## src/rtl/iap_pkg.sv

```systemverilog
// ----------------------------------------------------------------------------
// iap_pkg
// Shared constants, codes and types of the isochronous audio packet pacer.
// ----------------------------------------------------------------------------
package iap_pkg;

   // field widths
   localparam int unsigned RATE_W     = 20;
   localparam int unsigned FRAME_W    = 10;
   localparam int unsigned MPS_W      = 9;
   localparam int unsigned RING_W     = 23;
   localparam int unsigned BYTES_W    = 9;
   localparam int unsigned COUNT_W    = 32;

   localparam int unsigned MAX_PACKET_BYTES = 256;
   localparam int unsigned RING_BYTES_MAX   = 4194304;
   localparam int unsigned MS_PER_SECOND    = 1000;

   // 21-bit accumulator (remainder plus 20-bit rate) / 1000 gives at most 11 quotient bits
   localparam int unsigned ACC_W   = 21;
   localparam int unsigned QUO_W   = 11;
   localparam int unsigned REM_W   = 10;
   localparam int unsigned PROD_W  = QUO_W + FRAME_W;

   // ceil(2^29 / 1000): floor(acc * RECIP_MUL / 2^29) == acc / 1000 for any 21-bit acc
   localparam int unsigned RECIP_W      = 20;
   localparam int unsigned RECIP_SHIFT  = 29;
   localparam int unsigned RECIP_MUL    = 536871;
   localparam int unsigned RECIP_PROD_W = ACC_W + RECIP_W;

   // shift-subtract unit for the frame rounding
   localparam int unsigned STEP_W  = 4;
   localparam logic [STEP_W-1:0] MOD_STEPS = STEP_W'(BYTES_W);

   // configuration port
   localparam int unsigned CSR_IDX_W  = 2;
   localparam int unsigned CSR_DATA_W = RATE_W;
   localparam logic [CSR_IDX_W-1:0] CSR_DIRECTION_IN = 2'd0;
   localparam logic [CSR_IDX_W-1:0] CSR_SAMPLE_RATE  = 2'd1;
   localparam logic [CSR_IDX_W-1:0] CSR_FRAME_BYTES  = 2'd2;
   localparam logic [CSR_IDX_W-1:0] CSR_MAX_PACKET   = 2'd3;

   // command codes
   localparam logic CMD_PREPARE  = 1'b0;
   localparam logic CMD_COMPLETE = 1'b1;

   typedef enum logic [3:0] {
      ST_IDLE,
      ST_DIV,
      ST_MUL,
      ST_CLAMP,
      ST_TAKE,
      ST_MOD,
      ST_TRIM,
      ST_UPD,
      ST_DONE
   } state_type;

   // controller to datapath
   typedef struct packed {
      logic accept;
      logic recip;
      logic step;
      logic mul;
      logic clamp;
      logic take;
      logic trim;
      logic upd;
      logic out_load;
   } ctrl_type;

   // datapath to controller
   typedef struct packed {
      logic route_paced;
      logic route_play;
      logic frame_nz;
      logic step_last;
      logic out_free;
   } status_type;

endpackage

```

## src/rtl/iap_req_if.sv

```systemverilog
// ----------------------------------------------------------------------------
// iap_req_if
// Command channel of the packet pacer: valid/ready with the command payload.
// ----------------------------------------------------------------------------
interface iap_req_if;
   logic                           valid;
   logic                           ready;
   logic                           command;
   logic [iap_pkg::RING_W-1:0]     ring_level;
   logic [iap_pkg::RING_W-1:0]     ring_room;
   logic                           packet_ok;
   logic [iap_pkg::BYTES_W-1:0]    packet_actual;

   modport source (output valid, command, ring_level, ring_room, packet_ok, packet_actual,
                   input ready);
   modport sink   (input valid, command, ring_level, ring_room, packet_ok, packet_actual,
                   output ready);
endinterface

```

## src/rtl/iap_rsp_if.sv

```systemverilog
// ----------------------------------------------------------------------------
// iap_rsp_if
// Result channel of the packet pacer: valid/ready with packet sizes and counters.
// ----------------------------------------------------------------------------
interface iap_rsp_if;
   logic                           valid;
   logic                           ready;
   logic [iap_pkg::BYTES_W-1:0]    packet_bytes;
   logic [iap_pkg::BYTES_W-1:0]    pop_bytes;
   logic [iap_pkg::BYTES_W-1:0]    silence_bytes;
   logic [iap_pkg::BYTES_W-1:0]    push_bytes;
   logic [iap_pkg::COUNT_W-1:0]    packet_count;
   logic [iap_pkg::COUNT_W-1:0]    byte_count;
   logic [iap_pkg::COUNT_W-1:0]    dropped_count;
   logic [iap_pkg::COUNT_W-1:0]    starved_count;
   logic [iap_pkg::COUNT_W-1:0]    error_count;
   logic [iap_pkg::COUNT_W-1:0]    empty_count;

   modport source (output valid, packet_bytes, pop_bytes, silence_bytes, push_bytes,
                   packet_count, byte_count, dropped_count, starved_count, error_count,
                   empty_count, input ready);
   modport sink   (input valid, packet_bytes, pop_bytes, silence_bytes, push_bytes,
                   packet_count, byte_count, dropped_count, starved_count, error_count,
                   empty_count, output ready);
endinterface

```

## src/rtl/iso_audio_packet_pacer.sv

```systemverilog
// ----------------------------------------------------------------------------
// iso_audio_packet_pacer
// Sizes isochronous audio packets per 1 ms interval and keeps the packet
// statistics for completed transfers.
//
//   channel   dir   handshake        carries
//   req_if    in    valid/ready      command, ring_level, ring_room, packet_ok,
//                                    packet_actual
//   rsp_if    out   valid/ready      packet/pop/silence/push bytes, six counters
//   csr_*     in    write enable     register index, write data
//
// One command at a time. A paced playback prepare takes one reciprocal
// multiply for the divide by 1000 and 9 steps of the frame rounding; an
// unpaced playback prepare takes only the rounding, or skips it when
// frame_bytes is zero; capture prepare and complete go straight to the
// counter update. The next command is taken the cycle after the result
// enters the output register, which holds it while rsp_if.ready is low.
// Reset is synchronous: config to defaults, rate remainder and counters cleared.
// ----------------------------------------------------------------------------
module iso_audio_packet_pacer (
   input  logic                              clock,
   input  logic                              reset,
   iap_req_if.sink                           req_if,
   iap_rsp_if.source                         rsp_if,
   input  logic                              csr_write_en,
   input  logic [iap_pkg::CSR_IDX_W-1:0]     csr_index,
   input  logic [iap_pkg::CSR_DATA_W-1:0]    csr_write_data
);

   iap_pkg::ctrl_type   ctrl;
   iap_pkg::status_type stat;

   iap_ctrl u_ctrl (
      .clock     (clock),
      .reset     (reset),
      .req_valid (req_if.valid),
      .req_ready (req_if.ready),
      .stat      (stat),
      .ctrl      (ctrl)
   );

   iap_dpath u_dpath (
      .clock             (clock),
      .reset             (reset),
      .csr_write_en      (csr_write_en),
      .csr_index         (csr_index),
      .csr_write_data    (csr_write_data),
      .req_command       (req_if.command),
      .req_ring_level    (req_if.ring_level),
      .req_ring_room     (req_if.ring_room),
      .req_packet_ok     (req_if.packet_ok),
      .req_packet_actual (req_if.packet_actual),
      .ctrl              (ctrl),
      .stat              (stat),
      .rsp_ready         (rsp_if.ready),
      .rsp_valid         (rsp_if.valid),
      .rsp_packet_bytes  (rsp_if.packet_bytes),
      .rsp_pop_bytes     (rsp_if.pop_bytes),
      .rsp_silence_bytes (rsp_if.silence_bytes),
      .rsp_push_bytes    (rsp_if.push_bytes),
      .rsp_packet_count  (rsp_if.packet_count),
      .rsp_byte_count    (rsp_if.byte_count),
      .rsp_dropped_count (rsp_if.dropped_count),
      .rsp_starved_count (rsp_if.starved_count),
      .rsp_error_count   (rsp_if.error_count),
      .rsp_empty_count   (rsp_if.empty_count)
   );

endmodule

```

## src/rtl/iap_ctrl.sv

```systemverilog
// ----------------------------------------------------------------------------
// iap_ctrl
// Sequencer of the packet pacer: walks one command through the steps its route
// needs of divide, multiply, clamp, frame rounding and counter update, then hands it to the output stage.
// ----------------------------------------------------------------------------
module iap_ctrl (
   input  logic                 clock,
   input  logic                 reset,
   input  logic                 req_valid,
   output logic                 req_ready,
   input  iap_pkg::status_type  stat,
   output iap_pkg::ctrl_type    ctrl
);

   iap_pkg::state_type state_ff, state_in;

   always_ff @(posedge clock) begin
      if (reset) begin
         state_ff <= iap_pkg::ST_IDLE;
      end else begin
         state_ff <= state_in;
      end
   end

   always_comb begin
      state_in = state_ff;
      case (state_ff)
         iap_pkg::ST_IDLE: begin
            if (req_valid) begin
               if (stat.route_paced) begin
                  state_in = iap_pkg::ST_DIV;
               end else if (stat.route_play) begin
                  state_in = iap_pkg::ST_TAKE;
               end else begin
                  state_in = iap_pkg::ST_UPD;
               end
            end
         end
         iap_pkg::ST_DIV:   state_in = iap_pkg::ST_MUL;
         iap_pkg::ST_MUL:   state_in = iap_pkg::ST_CLAMP;
         iap_pkg::ST_CLAMP: state_in = iap_pkg::ST_TAKE;
         iap_pkg::ST_TAKE: begin
            state_in = stat.frame_nz ? iap_pkg::ST_MOD : iap_pkg::ST_TRIM;
         end
         iap_pkg::ST_MOD: begin
            if (stat.step_last) begin
               state_in = iap_pkg::ST_TRIM;
            end
         end
         iap_pkg::ST_TRIM:  state_in = iap_pkg::ST_UPD;
         iap_pkg::ST_UPD:   state_in = iap_pkg::ST_DONE;
         iap_pkg::ST_DONE: begin
            if (stat.out_free) begin
               state_in = iap_pkg::ST_IDLE;
            end
         end
         default:           state_in = iap_pkg::ST_IDLE;
      endcase
   end

   always_comb begin
      ctrl      = '0;
      req_ready = 1'b0;
      case (state_ff)
         iap_pkg::ST_IDLE: begin
            req_ready   = 1'b1;
            ctrl.accept = req_valid;
         end
         iap_pkg::ST_DIV:   ctrl.recip    = 1'b1;
         iap_pkg::ST_MUL:   ctrl.mul      = 1'b1;
         iap_pkg::ST_CLAMP: ctrl.clamp    = 1'b1;
         iap_pkg::ST_TAKE:  ctrl.take     = 1'b1;
         iap_pkg::ST_MOD:   ctrl.step     = 1'b1;
         iap_pkg::ST_TRIM:  ctrl.trim     = 1'b1;
         iap_pkg::ST_UPD:   ctrl.upd      = 1'b1;
         iap_pkg::ST_DONE:  ctrl.out_load = stat.out_free;
         default: begin
            ctrl = '0;
         end
      endcase
   end

endmodule

```

## src/rtl/iap_dpath.sv

```systemverilog
// ----------------------------------------------------------------------------
// iap_dpath
// Datapath of the packet pacer: configuration registers, a reciprocal
// multiply for frames per interval, a shift-subtract unit for frame
// rounding, the frame multiplier, the statistics counters and the output
// register.
// ----------------------------------------------------------------------------
module iap_dpath (
   input  logic                              clock,
   input  logic                              reset,
   input  logic                              csr_write_en,
   input  logic [iap_pkg::CSR_IDX_W-1:0]     csr_index,
   input  logic [iap_pkg::CSR_DATA_W-1:0]    csr_write_data,
   input  logic                              req_command,
   input  logic [iap_pkg::RING_W-1:0]        req_ring_level,
   input  logic [iap_pkg::RING_W-1:0]        req_ring_room,
   input  logic                              req_packet_ok,
   input  logic [iap_pkg::BYTES_W-1:0]       req_packet_actual,
   input  iap_pkg::ctrl_type                 ctrl,
   output iap_pkg::status_type               stat,
   input  logic                              rsp_ready,
   output logic                              rsp_valid,
   output logic [iap_pkg::BYTES_W-1:0]       rsp_packet_bytes,
   output logic [iap_pkg::BYTES_W-1:0]       rsp_pop_bytes,
   output logic [iap_pkg::BYTES_W-1:0]       rsp_silence_bytes,
   output logic [iap_pkg::BYTES_W-1:0]       rsp_push_bytes,
   output logic [iap_pkg::COUNT_W-1:0]       rsp_packet_count,
   output logic [iap_pkg::COUNT_W-1:0]       rsp_byte_count,
   output logic [iap_pkg::COUNT_W-1:0]       rsp_dropped_count,
   output logic [iap_pkg::COUNT_W-1:0]       rsp_starved_count,
   output logic [iap_pkg::COUNT_W-1:0]       rsp_error_count,
   output logic [iap_pkg::COUNT_W-1:0]       rsp_empty_count
);

   localparam int unsigned BW = iap_pkg::BYTES_W;
   localparam int unsigned CW = iap_pkg::COUNT_W;

   // configuration
   logic                          direction_in_ff;
   logic [iap_pkg::RATE_W-1:0]    sample_rate_ff;
   logic [iap_pkg::FRAME_W-1:0]   frame_bytes_ff;
   logic [iap_pkg::MPS_W-1:0]     max_packet_ff;

   // latched command
   logic                          cmd_ff, cmd_in;
   logic [iap_pkg::RING_W-1:0]    level_ff, level_in;
   logic [iap_pkg::RING_W-1:0]    room_ff, room_in;
   logic                          ok_ff, ok_in;
   logic [BW-1:0]                 actual_ff, actual_in;

   // shift-subtract unit
   logic [iap_pkg::REM_W-1:0]     rdiv_ff, rdiv_in;
   logic [iap_pkg::QUO_W-1:0]     ddiv_ff, ddiv_in;
   logic [iap_pkg::REM_W-1:0]     vdiv_ff, vdiv_in;
   logic [iap_pkg::STEP_W-1:0]    cnt_ff, cnt_in;

   // packet sizing
   logic [iap_pkg::REM_W-1:0]     rem_ff, rem_in;
   logic [iap_pkg::PROD_W-1:0]    prod_ff, prod_in;
   logic [BW-1:0]                 want_ff, want_in;
   logic [BW-1:0]                 take_ff, take_in;
   logic [BW-1:0]                 pop_ff, pop_in;
   logic [BW-1:0]                 sil_ff, sil_in;
   logic [BW-1:0]                 push_ff, push_in;
   logic                          starve_ff, starve_in;

   // statistics
   logic [CW-1:0] packets_ff, packets_in;
   logic [CW-1:0] bytes_ff, bytes_in;
   logic [CW-1:0] drops_ff, drops_in;
   logic [CW-1:0] starves_ff, starves_in;
   logic [CW-1:0] errors_ff, errors_in;
   logic [CW-1:0] empties_ff, empties_in;

   // output register
   logic          out_valid_ff, out_valid_in;
   logic [BW-1:0] out_pkt_ff, out_pop_ff, out_sil_ff, out_push_ff;
   logic [CW-1:0] out_packets_ff, out_bytes_ff, out_drops_ff;
   logic [CW-1:0] out_starves_ff, out_errors_ff, out_empties_ff;

   // combinational helpers
   logic [iap_pkg::ACC_W-1:0]        acc;
   logic [iap_pkg::RECIP_PROD_W-1:0] recip_prod;
   logic [iap_pkg::MPS_W-1:0]        mps;
   logic [iap_pkg::REM_W:0]          trial;
   logic [iap_pkg::REM_W:0]          trial_diff;
   logic                             trial_ge;
   logic [BW-1:0]                    take_val;
   logic [BW-1:0]                    pop_val;
   logic                             route_play;

   always_ff @(posedge clock) begin
      if (reset) begin
         direction_in_ff <= 1'b0;
         sample_rate_ff  <= '0;
         frame_bytes_ff  <= '0;
         max_packet_ff   <= iap_pkg::MPS_W'(iap_pkg::MAX_PACKET_BYTES);
      end else if (csr_write_en) begin
         case (csr_index)
            iap_pkg::CSR_DIRECTION_IN: direction_in_ff <= csr_write_data[0];
            iap_pkg::CSR_SAMPLE_RATE:  sample_rate_ff  <= csr_write_data[iap_pkg::RATE_W-1:0];
            iap_pkg::CSR_FRAME_BYTES:  frame_bytes_ff  <= csr_write_data[iap_pkg::FRAME_W-1:0];
            iap_pkg::CSR_MAX_PACKET:   max_packet_ff   <= csr_write_data[iap_pkg::MPS_W-1:0];
            default: begin
               direction_in_ff <= direction_in_ff;
            end
         endcase
      end
   end

   always_comb begin
      acc        = iap_pkg::ACC_W'(rem_ff) + iap_pkg::ACC_W'(sample_rate_ff);
      recip_prod = iap_pkg::RECIP_PROD_W'(acc)
                   * iap_pkg::RECIP_PROD_W'(iap_pkg::RECIP_MUL);
      if (max_packet_ff == '0) begin
         mps = iap_pkg::MPS_W'(1);
      end else if (max_packet_ff > iap_pkg::MPS_W'(iap_pkg::MAX_PACKET_BYTES)) begin
         mps = iap_pkg::MPS_W'(iap_pkg::MAX_PACKET_BYTES);
      end else begin
         mps = max_packet_ff;
      end
      trial      = {rdiv_ff, ddiv_ff[iap_pkg::QUO_W-1]};
      trial_diff = trial - {1'b0, vdiv_ff};
      trial_ge   = trial >= {1'b0, vdiv_ff};
      take_val   = (level_ff < iap_pkg::RING_W'(want_ff)) ? level_ff[BW-1:0] : want_ff;
      // remainder never exceeds the rounded amount, so it fits the byte width
      pop_val    = take_ff - rdiv_ff[BW-1:0];
      route_play = (req_command == iap_pkg::CMD_PREPARE) && !direction_in_ff;
   end

   always_comb begin
      stat.route_play  = route_play;
      stat.route_paced = route_play && (frame_bytes_ff != '0) && (sample_rate_ff != '0);
      stat.frame_nz    = frame_bytes_ff != '0;
      stat.step_last   = cnt_ff == iap_pkg::STEP_W'(1);
      stat.out_free    = !out_valid_ff || rsp_ready;
   end

   always_comb begin
      cmd_in     = cmd_ff;
      level_in   = level_ff;
      room_in    = room_ff;
      ok_in      = ok_ff;
      actual_in  = actual_ff;
      rdiv_in    = rdiv_ff;
      ddiv_in    = ddiv_ff;
      vdiv_in    = vdiv_ff;
      cnt_in     = cnt_ff;
      rem_in     = rem_ff;
      prod_in    = prod_ff;
      want_in    = want_ff;
      take_in    = take_ff;
      pop_in     = pop_ff;
      sil_in     = sil_ff;
      push_in    = push_ff;
      starve_in  = starve_ff;
      packets_in = packets_ff;
      bytes_in   = bytes_ff;
      drops_in   = drops_ff;
      starves_in = starves_ff;
      errors_in  = errors_ff;
      empties_in = empties_ff;

      if (ctrl.accept) begin
         cmd_in    = req_command;
         level_in  = req_ring_level;
         room_in   = req_ring_room;
         ok_in     = req_packet_ok;
         actual_in = req_packet_actual;
         want_in   = (req_command == iap_pkg::CMD_PREPARE) ? BW'(mps) : '0;
         pop_in    = '0;
         sil_in    = '0;
         push_in   = '0;
         starve_in = 1'b0;
      end

      // frames per interval
      if (ctrl.recip) begin
         ddiv_in = recip_prod[iap_pkg::RECIP_SHIFT +: iap_pkg::QUO_W];
      end

      if (ctrl.step) begin
         rdiv_in = trial_ge ? trial_diff[iap_pkg::REM_W-1:0] : trial[iap_pkg::REM_W-1:0];
         ddiv_in = {ddiv_ff[iap_pkg::QUO_W-2:0], trial_ge};
         cnt_in  = cnt_ff - iap_pkg::STEP_W'(1);
      end

      if (ctrl.mul) begin
         prod_in = iap_pkg::PROD_W'(ddiv_ff) * iap_pkg::PROD_W'(frame_bytes_ff);
         rem_in  = iap_pkg::REM_W'(acc - iap_pkg::ACC_W'(ddiv_ff)
                                         * iap_pkg::ACC_W'(iap_pkg::MS_PER_SECOND));
      end

      if (ctrl.clamp) begin
         want_in = (prod_ff > iap_pkg::PROD_W'(mps)) ? BW'(mps) : prod_ff[BW-1:0];
      end

      if (ctrl.take) begin
         take_in = take_val;
         rdiv_in = '0;
         ddiv_in = {take_val, (iap_pkg::QUO_W - BW)'(0)};
         vdiv_in = frame_bytes_ff;
         cnt_in  = iap_pkg::MOD_STEPS;
      end

      if (ctrl.trim) begin
         pop_in    = pop_val;
         sil_in    = want_ff - pop_val;
         starve_in = pop_val < want_ff;
      end

      if (ctrl.upd) begin
         if (cmd_ff == iap_pkg::CMD_PREPARE) begin
            if (starve_ff) begin
               starves_in = starves_ff + CW'(1);
            end
         end else if (direction_in_ff) begin
            if (ok_ff && (actual_ff != '0)) begin
               push_in    = (iap_pkg::RING_W'(actual_ff) < room_ff) ? actual_ff
                                                                    : room_ff[BW-1:0];
               if (room_ff < iap_pkg::RING_W'(actual_ff)) begin
                  drops_in = drops_ff + CW'(1);
               end
               bytes_in   = bytes_ff + CW'(actual_ff);
               packets_in = packets_ff + CW'(1);
            end else if (!ok_ff) begin
               errors_in = errors_ff + CW'(1);
            end else begin
               empties_in = empties_ff + CW'(1);
            end
         end else begin
            if (ok_ff) begin
               bytes_in   = bytes_ff + CW'(actual_ff);
               packets_in = packets_ff + CW'(1);
            end else begin
               errors_in = errors_ff + CW'(1);
            end
         end
      end
   end

   always_ff @(posedge clock) begin
      cmd_ff    <= cmd_in;
      level_ff  <= level_in;
      room_ff   <= room_in;
      ok_ff     <= ok_in;
      actual_ff <= actual_in;
      rdiv_ff   <= rdiv_in;
      ddiv_ff   <= ddiv_in;
      vdiv_ff   <= vdiv_in;
      prod_ff   <= prod_in;
      want_ff   <= want_in;
      take_ff   <= take_in;
      pop_ff    <= pop_in;
      sil_ff    <= sil_in;
      push_ff   <= push_in;
      starve_ff <= starve_in;
   end

   always_ff @(posedge clock) begin
      if (reset) begin
         cnt_ff     <= '0;
         rem_ff     <= '0;
         packets_ff <= '0;
         bytes_ff   <= '0;
         drops_ff   <= '0;
         starves_ff <= '0;
         errors_ff  <= '0;
         empties_ff <= '0;
      end else begin
         cnt_ff     <= cnt_in;
         rem_ff     <= rem_in;
         packets_ff <= packets_in;
         bytes_ff   <= bytes_in;
         drops_ff   <= drops_in;
         starves_ff <= starves_in;
         errors_ff  <= errors_in;
         empties_ff <= empties_in;
      end
   end

   always_comb begin
      out_valid_in = out_valid_ff;
      if (ctrl.out_load) begin
         out_valid_in = 1'b1;
      end else if (rsp_ready) begin
         out_valid_in = 1'b0;
      end
   end

   always_ff @(posedge clock) begin
      if (reset) begin
         out_valid_ff <= 1'b0;
      end else begin
         out_valid_ff <= out_valid_in;
      end
   end

   always_ff @(posedge clock) begin
      if (ctrl.out_load) begin
         out_pkt_ff     <= want_ff;
         out_pop_ff     <= pop_ff;
         out_sil_ff     <= sil_ff;
         out_push_ff    <= push_ff;
         out_packets_ff <= packets_ff;
         out_bytes_ff   <= bytes_ff;
         out_drops_ff   <= drops_ff;
         out_starves_ff <= starves_ff;
         out_errors_ff  <= errors_ff;
         out_empties_ff <= empties_ff;
      end
   end

   assign rsp_valid         = out_valid_ff;
   assign rsp_packet_bytes  = out_pkt_ff;
   assign rsp_pop_bytes     = out_pop_ff;
   assign rsp_silence_bytes = out_sil_ff;
   assign rsp_push_bytes    = out_push_ff;
   assign rsp_packet_count  = out_packets_ff;
   assign rsp_byte_count    = out_bytes_ff;
   assign rsp_dropped_count = out_drops_ff;
   assign rsp_starved_count = out_starves_ff;
   assign rsp_error_count   = out_errors_ff;
   assign rsp_empty_count   = out_empties_ff;

endmodule

```

## src/flat_wrapper.sv

```systemverilog
// flat-port wrapper written by rule: the top's interface ports become plain ports
module iso_audio_packet_pacer_flat 
  (clock, reset, csr_write_en, csr_index, csr_write_data, req_if_valid, req_if_command, req_if_ring_level, req_if_ring_room, req_if_packet_ok, req_if_packet_actual, req_if_ready, rsp_if_valid, rsp_if_packet_bytes, rsp_if_pop_bytes, rsp_if_silence_bytes, rsp_if_push_bytes, rsp_if_packet_count, rsp_if_byte_count, rsp_if_dropped_count, rsp_if_starved_count, rsp_if_error_count, rsp_if_empty_count, rsp_if_ready);
  iap_req_if req_if_i ();
  iap_rsp_if rsp_if_i ();
  input  logic clock;
  input  logic reset;
  input  logic csr_write_en;
  input  logic [iap_pkg::CSR_IDX_W-1:0] csr_index;
  input  logic [iap_pkg::CSR_DATA_W-1:0] csr_write_data;
  input wire logic [$bits(req_if_i.valid)-1:0] req_if_valid;
  input wire logic [$bits(req_if_i.command)-1:0] req_if_command;
  input wire logic [$bits(req_if_i.ring_level)-1:0] req_if_ring_level;
  input wire logic [$bits(req_if_i.ring_room)-1:0] req_if_ring_room;
  input wire logic [$bits(req_if_i.packet_ok)-1:0] req_if_packet_ok;
  input wire logic [$bits(req_if_i.packet_actual)-1:0] req_if_packet_actual;
  output wire logic [$bits(req_if_i.ready)-1:0] req_if_ready;
  output wire logic [$bits(rsp_if_i.valid)-1:0] rsp_if_valid;
  output wire logic [$bits(rsp_if_i.packet_bytes)-1:0] rsp_if_packet_bytes;
  output wire logic [$bits(rsp_if_i.pop_bytes)-1:0] rsp_if_pop_bytes;
  output wire logic [$bits(rsp_if_i.silence_bytes)-1:0] rsp_if_silence_bytes;
  output wire logic [$bits(rsp_if_i.push_bytes)-1:0] rsp_if_push_bytes;
  output wire logic [$bits(rsp_if_i.packet_count)-1:0] rsp_if_packet_count;
  output wire logic [$bits(rsp_if_i.byte_count)-1:0] rsp_if_byte_count;
  output wire logic [$bits(rsp_if_i.dropped_count)-1:0] rsp_if_dropped_count;
  output wire logic [$bits(rsp_if_i.starved_count)-1:0] rsp_if_starved_count;
  output wire logic [$bits(rsp_if_i.error_count)-1:0] rsp_if_error_count;
  output wire logic [$bits(rsp_if_i.empty_count)-1:0] rsp_if_empty_count;
  input wire logic [$bits(rsp_if_i.ready)-1:0] rsp_if_ready;
  assign req_if_i.valid = req_if_valid;
  assign req_if_i.command = req_if_command;
  assign req_if_i.ring_level = req_if_ring_level;
  assign req_if_i.ring_room = req_if_ring_room;
  assign req_if_i.packet_ok = req_if_packet_ok;
  assign req_if_i.packet_actual = req_if_packet_actual;
  assign req_if_ready = req_if_i.ready;
  assign rsp_if_valid = rsp_if_i.valid;
  assign rsp_if_packet_bytes = rsp_if_i.packet_bytes;
  assign rsp_if_pop_bytes = rsp_if_i.pop_bytes;
  assign rsp_if_silence_bytes = rsp_if_i.silence_bytes;
  assign rsp_if_push_bytes = rsp_if_i.push_bytes;
  assign rsp_if_packet_count = rsp_if_i.packet_count;
  assign rsp_if_byte_count = rsp_if_i.byte_count;
  assign rsp_if_dropped_count = rsp_if_i.dropped_count;
  assign rsp_if_starved_count = rsp_if_i.starved_count;
  assign rsp_if_error_count = rsp_if_i.error_count;
  assign rsp_if_empty_count = rsp_if_i.empty_count;
  assign rsp_if_i.ready = rsp_if_ready;
  iso_audio_packet_pacer u_core (.clock(clock), .reset(reset), .req_if(req_if_i), .rsp_if(rsp_if_i), .csr_write_en(csr_write_en), .csr_index(csr_index), .csr_write_data(csr_write_data));
endmodule
```

## config.mk

```make
export PLATFORM = sky130hd
export DESIGN_NAME = iso_audio_packet_pacer_flat
export DESIGN_NICKNAME = d
export VERILOG_FILES = /design/src/rtl/iap_pkg.sv /design/src/rtl/iap_req_if.sv /design/src/rtl/iap_rsp_if.sv /design/src/rtl/iso_audio_packet_pacer.sv /design/src/rtl/iap_ctrl.sv /design/src/rtl/iap_dpath.sv /design/src/flat_wrapper.sv
export SDC_FILE = /design/constraint.sdc
export NUM_CORES = 2
export LEC_CHECK = 0
export BUFFER_PORTS_ARGS = -buffer_cell sky130_fd_sc_hd__buf_2
export CAP_MARGIN = 20
export CORE_ASPECT_RATIO = 2
export CORE_MARGIN = 8
export CORE_UTILIZATION = 30
export DETAILED_ROUTE_END_ITERATION = 10
export GPL_TIMING_DRIVEN = 0
export SYNTH_ARGS = -nofsm -noshare
export SYNTH_HDL_FRONTEND = slang
export SYNTH_SLANG_ARGS = --single-unit
export TNS_END_PERCENT = 5
```

## constraint.sdc

```tcl
create_clock -name clock -period 18.7 [get_ports clock]
set_input_delay 2.805 -clock clock [delete_from_list [all_inputs] [get_ports clock]]
set_output_delay 2.805 -clock clock [all_outputs]
set_load 0.05 [all_outputs]
```

# --- After elaboration in Yosys (flattened, before gate mapping) ---
# Cells that the tools add are included.
totals:
  regBits: 634
classes:
  add_sub_neg: 12
  mul: 3
  order_cmp: 7
  eq_ne: 17
  n_mux: 52
  bitwise_logic: 3
  reduce_logical: 31
op_table:
  columns: ["op", "n"]
  rows:
  - ["two-way mux 32 bit", 9]
  - ["adder 32 x 1 -> 32 bit, second input constant", 5]
  - ["two-way mux 9 bit", 16]
  - ["less-than comparator 23 x 9 -> 1 bit", 2]
  - ["multiplier 21 x 20 -> 40 bit, second input constant", 1]
  - ["one-hot mux 4 bit (9 select lines)", 1]
  - ["two-way mux 11 bit", 3]
  - ["adder 32 x 9 -> 32 bit", 1]
  - ["less-than comparator 9 x 23 -> 1 bit", 1]
  - ["adder 10 x 20 -> 21 bit", 1]
  - ["greater-than comparator 21 x 9 -> 1 bit", 1]
  - ["multiplier 11 x 10 -> 21 bit", 1]
  - ["two-way mux 4 bit", 5]
  - ["nonzero test 20 bit", 1]
  - ["subtractor 10 bit", 2]
  - ["subtractor 9 bit", 2]
  - ["== test 4 x 3 -> 1 bit, second input constant", 4]
  - ["two-way mux 1 bit", 14]
  - ["nonzero test 2 bit", 6]
  - [">= comparator 11 x 10 -> 1 bit", 1]
  - ["multiplier 11 x 7 -> 7 bit, second input constant", 1]
  - ["two-way mux 10 bit", 1]
  - ["AND reduction 5 bit", 2]
  - ["nonzero test 10 bit", 1]
  - ["other kinds (25)", 43]

# --- Depth between registers and ports, before layout ---
depth:
  depth_word: 7
  mapped_depth: 32
  depth_no_buf: 32

# --- By module ---
# From an unflattened synthesis, not the netlist that was laid out.
unflattened:
  hier_cells: 3222
  hier_area_um2: 35370.2
by_module_without_submodules:
  columns: ["mod", "n_inst", "cells_each", "area_each_um2"]
  rows:
  - ["iap_dpath", 1, 3177, 35034.9]
  - ["iap_ctrl", 1, 45, 335.3]

# --- Worst setup path before layout ---
# OpenSTA, ideal clock, no wires.
synth_path:
  path_type: "input to register"
  startpoint: "input port rsp_if_ready"
  endpoint: "register u_core.u_dpath.out_bytes_ff[0] (netlist: u_core.u_dpath.rsp_byte_count[0]), enable pin"
  setup_time_ps: 844
  arrival_ps: 12913
  path_slack_ps: 4942
  cell_stages: 2
  path_buffers: 0
  path_cell_list: "nand2b_1 nor2b_1"
synth_lines:
  columns: ["element", "line", "source"]
  rows:
  - ["start: declaration", "flat_wrapper.sv:29", "input wire logic [$bits(rsp_if_i.ready)-1:0] rsp_if_ready;"]
  - ["end signal: assignment", "iap_dpath.sv:306", "out_bytes_ff <= bytes_ff;"]
  - ["end: declaration", "iap_dpath.sv:78", "logic [CW-1:0] out_packets_ff, out_bytes_ff, out_drops_ff;"]

# --- Worst setup path after layout ---
layout_path:
  startpoint: "register u_core.u_dpath.sample_rate_ff[1] (netlist bit)"
  endpoint: "register u_core.u_dpath.ddiv_ff[9] (netlist bit), data pin"
layout_via:
  elab_chain_cells: 5
layout_rtl:
  columns: ["element", "line", "source"]
  rows:
  - ["start: declaration", "iap_dpath.sv:40", "logic [iap_pkg::RATE_W-1:0] sample_rate_ff;"]
  - ["start signal: assignment", "iap_dpath.sv:101", "iap_pkg::CSR_SAMPLE_RATE: sample_rate_ff <= csr_write_data[iap_pkg::RATE_W-1:0];"]
  - ["adder 10 x 20 -> 21 bit", "iap_dpath.sv:112", "acc = iap_pkg::ACC_W'(rem_ff) + iap_pkg::ACC_W'(sample_rate_ff);"]
  - ["multiplier 21 x 20 -> 40 bit", "iap_dpath.sv:114", "* iap_pkg::RECIP_PROD_W'(iap_pkg::RECIP_MUL);"]
  - ["two-way mux 11 bit", "iap_dpath.sv:178", "if (ctrl.recip) begin"]
  - ["two-way mux 11 bit", "iap_dpath.sv:182", "if (ctrl.step) begin"]
  - ["two-way mux 11 bit", "iap_dpath.sv:198", "if (ctrl.take) begin"]
  - ["via u_core.u_dpath.ddiv_in (one bit)", "iap_dpath.sv:53", "logic [iap_pkg::QUO_W-1:0] ddiv_ff, ddiv_in;"]
  - ["end signal: assignment", "iap_dpath.sv:249", "ddiv_ff <= ddiv_in;"]
  - ["end: declaration", "iap_dpath.sv:53", null]
# The timed path passes the listed nets, and every way through them passes these cells. The select of a mux whose other input is x is not followed.
# A chain may end at the register's enable or synchronous reset.

==> run metrics <==
total placed instance area=39100 um^2; syn_area_per_cell=10.7 um^2; worst min path class=reg2reg; Warnings, synthesis=0; sort of element at the start of the critical path=register; final routed wire length divided by cell count=17.9 um; TritonCTS clock tree=built; Syn Std Cell Area=35300 um^2; Total Neg Setup Slack=0 ns; Detail Placement HPWL=75200 um; worst path setup slack after routing=9.76 ns; Setup Viol. Count Final=0; Slowest cell on crit path=o21ai_0; data arrival at the endpoint of the critical path=9.34 ns; post-cts gate resize count=0; placer's final routability congestion estimate=0.884; total global-route track usage=14.1%; leakage power summed over all cells=17.6 nW; Hold Vio Cnt, Final=0; delay of the slowest cell on the worst path=0.62 ns; status=finished clean; number of buffers on the longest clock path=3; largest vdd supply drop=0.0000974 V; final period demand of the worst path=8.94 ns; Cell Pwr Density=110 nW/um^2; Horiz. Die Dim=259 um; maximum achievable frequency=112 MHz; clock root buffer=clkbuf_16; number of standard cells after synthesis=3285; DRT antenna net count=0; fin util=35.2%; Port Buffers=313; Syn Nets=3865; overall die height=501 um; required time worst endpoint=19.10 ns; global route overflow=0; number of buffers added to fix hold violations after cts=0; total area of multi-input combinational cells=17300 um^2; synthesized flop and latch total=634; CTS H-tree lvls=2; total of max-cap violations=0; first-pass GRT wire length=144000 um; share of the yosys chip area belonging to registers=46.2%; number of cell rows=178; number of buffers created by CTS=60; Top-Level Pins=314; number of pins exceeding their max-slew limit in the final report=0; First DRT Iteration DRCs=1555; Post-synth ARST share=0%; vias post-DR=25324; clock slew at reported path FFs=0.08 ns; pin count of the biggest net entering global routing=40; launch point of the worst path=u_core.u_dpath.sample_rate_ff[1]$_SDFFE_PP0P_; post-CTS setup buffer count=0; proportion of layout cells with a drive suffix above 1=13.0%; post-route non-filler standard cell count=5259; largest driver fanout on the critical path=6; Via-to-Cell Ratio=4.82; total die area=130000 um^2; Clock Sinks=634; Placed Instances=5143; top post-synthesis cells by area=edfxtp_1 31%, dfxtp_1 15%, ha_1 12%, fa_1 9.6%, inv_1 3.7%; worst setup path category=reg2reg; Storage cell area=16300 um^2; number of synthesized flops with an enable pin=362; length of the first detailed-routing pass in iterations=8; nature of the critical path endpoint=register; Residual DRC=0; most area-hungry cell type in the Yosys netlist=edfxtp_1; Core ar.=117000 um^2; effective utilization at floorplan=30.1%; detailed-route wire length=94300 um; Area growth, synth to finish=16.7%; Synth top area share=30.8%; Tightest Pin Transition=1.15 ns; source of the worst hold timing path=u_core.u_dpath.sil_ff[7]$_SDFFCE_PN0P_; Most used DFF post-synth=edfxtp_1; Layout Skew=0.0505 ns; unrepaired setup endpoints after global routing=false; Rel. slew slack=23.0%; Critical R2R Launch=u_core.u_dpath.sample_rate_ff[1]$_SDFFE_PP0P_; number of unique standard cell types used by synthesis=76; initial antenna violation count=8; share of the cycle needed by the critical path after routing=47.8%; via count of the first global-routing pass=24950; post-placement worst setup slack=9.91 ns; Filler cells=11716; final cell area excluding filler cells=41200 um^2; worst skew pair latency=0.67 ns; NumNets Final=4256
==> worst max-delay path: cells and delay by family (launching register included) <==
family	cells	cell delay (ns)
AO/OA/AOI/OAI	12	3.50
buffers and inverters	4	0.19
XOR/XNOR	2	0.62
AND/OR/NAND/NOR	3	0.62
flip-flops	1	0.43
adder cells (fa/ha/maj)	8	3.29
==> final timing paths <==
path	to	slack [ns]	depth (start not counted)
setup / recovery	u_core.u_dpath.ddiv_ff[9]$_DFFE_PP_	9.76	29
hold / removal	u_core.u_dpath.rsp_silence_bytes[7]$_DFFE_PP_	0.42	0
hold reg to reg	u_core.u_dpath.rsp_silence_bytes[7]$_DFFE_PP_	0.42	0
setup reg to reg	u_core.u_dpath.ddiv_ff[9]$_DFFE_PP_	9.76	29
==> kinds of logic (layout without fill, tap and decap cells) <==
group / count (synthesis) / count (layout) / synth area share (%)
AND/OR/NAND/NOR: 1027 / 1027 / 14.2
flip-flops: 634 / 634 / 46.2
adder cells (fa/ha/maj): 496 / 496 / 21.2
buffers and inverters: 448 / 890 / 4.83
AO/OA/AOI/OAI: 445 / 445 / 7.58
XOR/XNOR: 204 / 204 / 5.06
multiplexers: 31 / 31 / 0.960
other: 0 / 2 / 0
==> through the flow <==
step / hold WS (ns) / power [mW]
6_report: 0.415 / 4.54
5_1_grt: 0.422 / 4.84
4_1_cts: 0.419 / 4.58
3_5_place_dp: 0.405 / 3.25
3_3_place_gp: 0.406 / 3.22
2_1_floorplan: 0.400 / 2.84
==> area by class of cell <==
type | count | share of cell area, %
Multi-Input combinational cell | 2203 | 42.0
Sequential cell | 634 | 39.6
Tap cell | 1530 | 4.65
Timing Repair Buffer | 329 | 4.47
Clock buffer | 74 | 3.87
Inverter | 352 | 3.21
Clock inverter | 39 | 1.25
Buffer | 96 | 0.936
Antenna cell | 2 | 0.0121
==> power breakdown <==
part	leakage, nW	switching (mW)	internal [mW]
Clock	1.01	0.561	0.740
Sequential	5.58	0.0852	1.63
Combinational	11.0	0.928	0.590
Total	17.6	1.57	2.96
==> Yosys cell counts, drive strengths merged, types with 3 or more instances <==
| library cell | number |
|---|---|
| a2111oi | 5 |
| or3 | 47 |
| fa | 170 |
| xnor2 | 80 |
| and3 | 49 |
| o211ai | 12 |
| nand3b | 4 |
| nor4 | 27 |
| nand3 | 90 |
| ha | 326 |
| a311oi | 3 |
| o31ai | 6 |
| o221ai | 9 |
| and2 | 62 |
| o21bai | 6 |
| mux2i | 8 |
| and4 | 14 |
| clkbuf | 85 |
| o21ai | 105 |
| a21oi | 186 |
| or4 | 4 |
| a21boi | 9 |
| nor2 | 260 |
| a211o | 7 |
| nand4 | 50 |
| nand2b | 15 |
| inv | 351 |
| mux2 | 23 |
| a31oi | 4 |
| a21o | 36 |
| nor3 | 44 |
| xor2 | 124 |
| nand2 | 317 |
| dfxtp | 272 |
| o22ai | 12 |
| a211oi | 14 |
| buf | 11 |
| o21a | 14 |
| edfxtp | 362 |
| nor2b | 34 |
| nor3b | 5 |
==> placed cells by master (no fill, tap or decap), drive strengths merged, types with 50 or more instances in the layout <==
master / synthesis / final
nand3: 90 / 90
nor2: 260 / 260
clkbuf: 85 / 159
fa: 170 / 170
inv: 351 / 356
xnor2: 80 / 80
and2: 62 / 62
buf: 11 / 340
a21oi: 186 / 186
nand2: 317 / 317
edfxtp: 362 / 362
o21ai: 105 / 105
xor2: 124 / 124
dfxtp: 272 / 272
nand4: 50 / 50
ha: 326 / 326
==> layer usage <==
| layer | vias to the layer above | wire length [um] | track usage, % | part of all wire [%] |
|---|---|---|---|---|
| met1 | 12306 | 43600 | 19.8 | 46 |
| met4 | 8 | 2380 | 3.85 | 2.5 |
| met3 | 122 | 7400 | 3.05 | 7.8 |
| li1 | 12072 | - | - | - |
| met2 | 816 | 40900 | 21.6 | 43 |
| met5 | - | 39 | 0 | 0.041 |
==> sequential cells by signal, indices dropped and copies added (netlist names), 20 cells and up <==
signal                            count
u_core.u_dpath.rsp_dropped_count     32
u_core.u_dpath.level_ff              23
u_core.u_dpath.errors_ff             32
u_core.u_dpath.rsp_packet_count      32
u_core.u_dpath.starves_ff            32
u_core.u_dpath.drops_ff              32
u_core.u_dpath.empties_ff            32
u_core.u_dpath.packets_ff            32
u_core.u_dpath.bytes_ff              32
u_core.u_dpath.prod_ff               21
u_core.u_dpath.rsp_starved_count     32
u_core.u_dpath.room_ff               23
u_core.u_dpath.sample_rate_ff        20
u_core.u_dpath.rsp_error_count       32
u_core.u_dpath.rsp_empty_count       32
u_core.u_dpath.rsp_byte_count        32
Power figures use the tool's default switching activity.
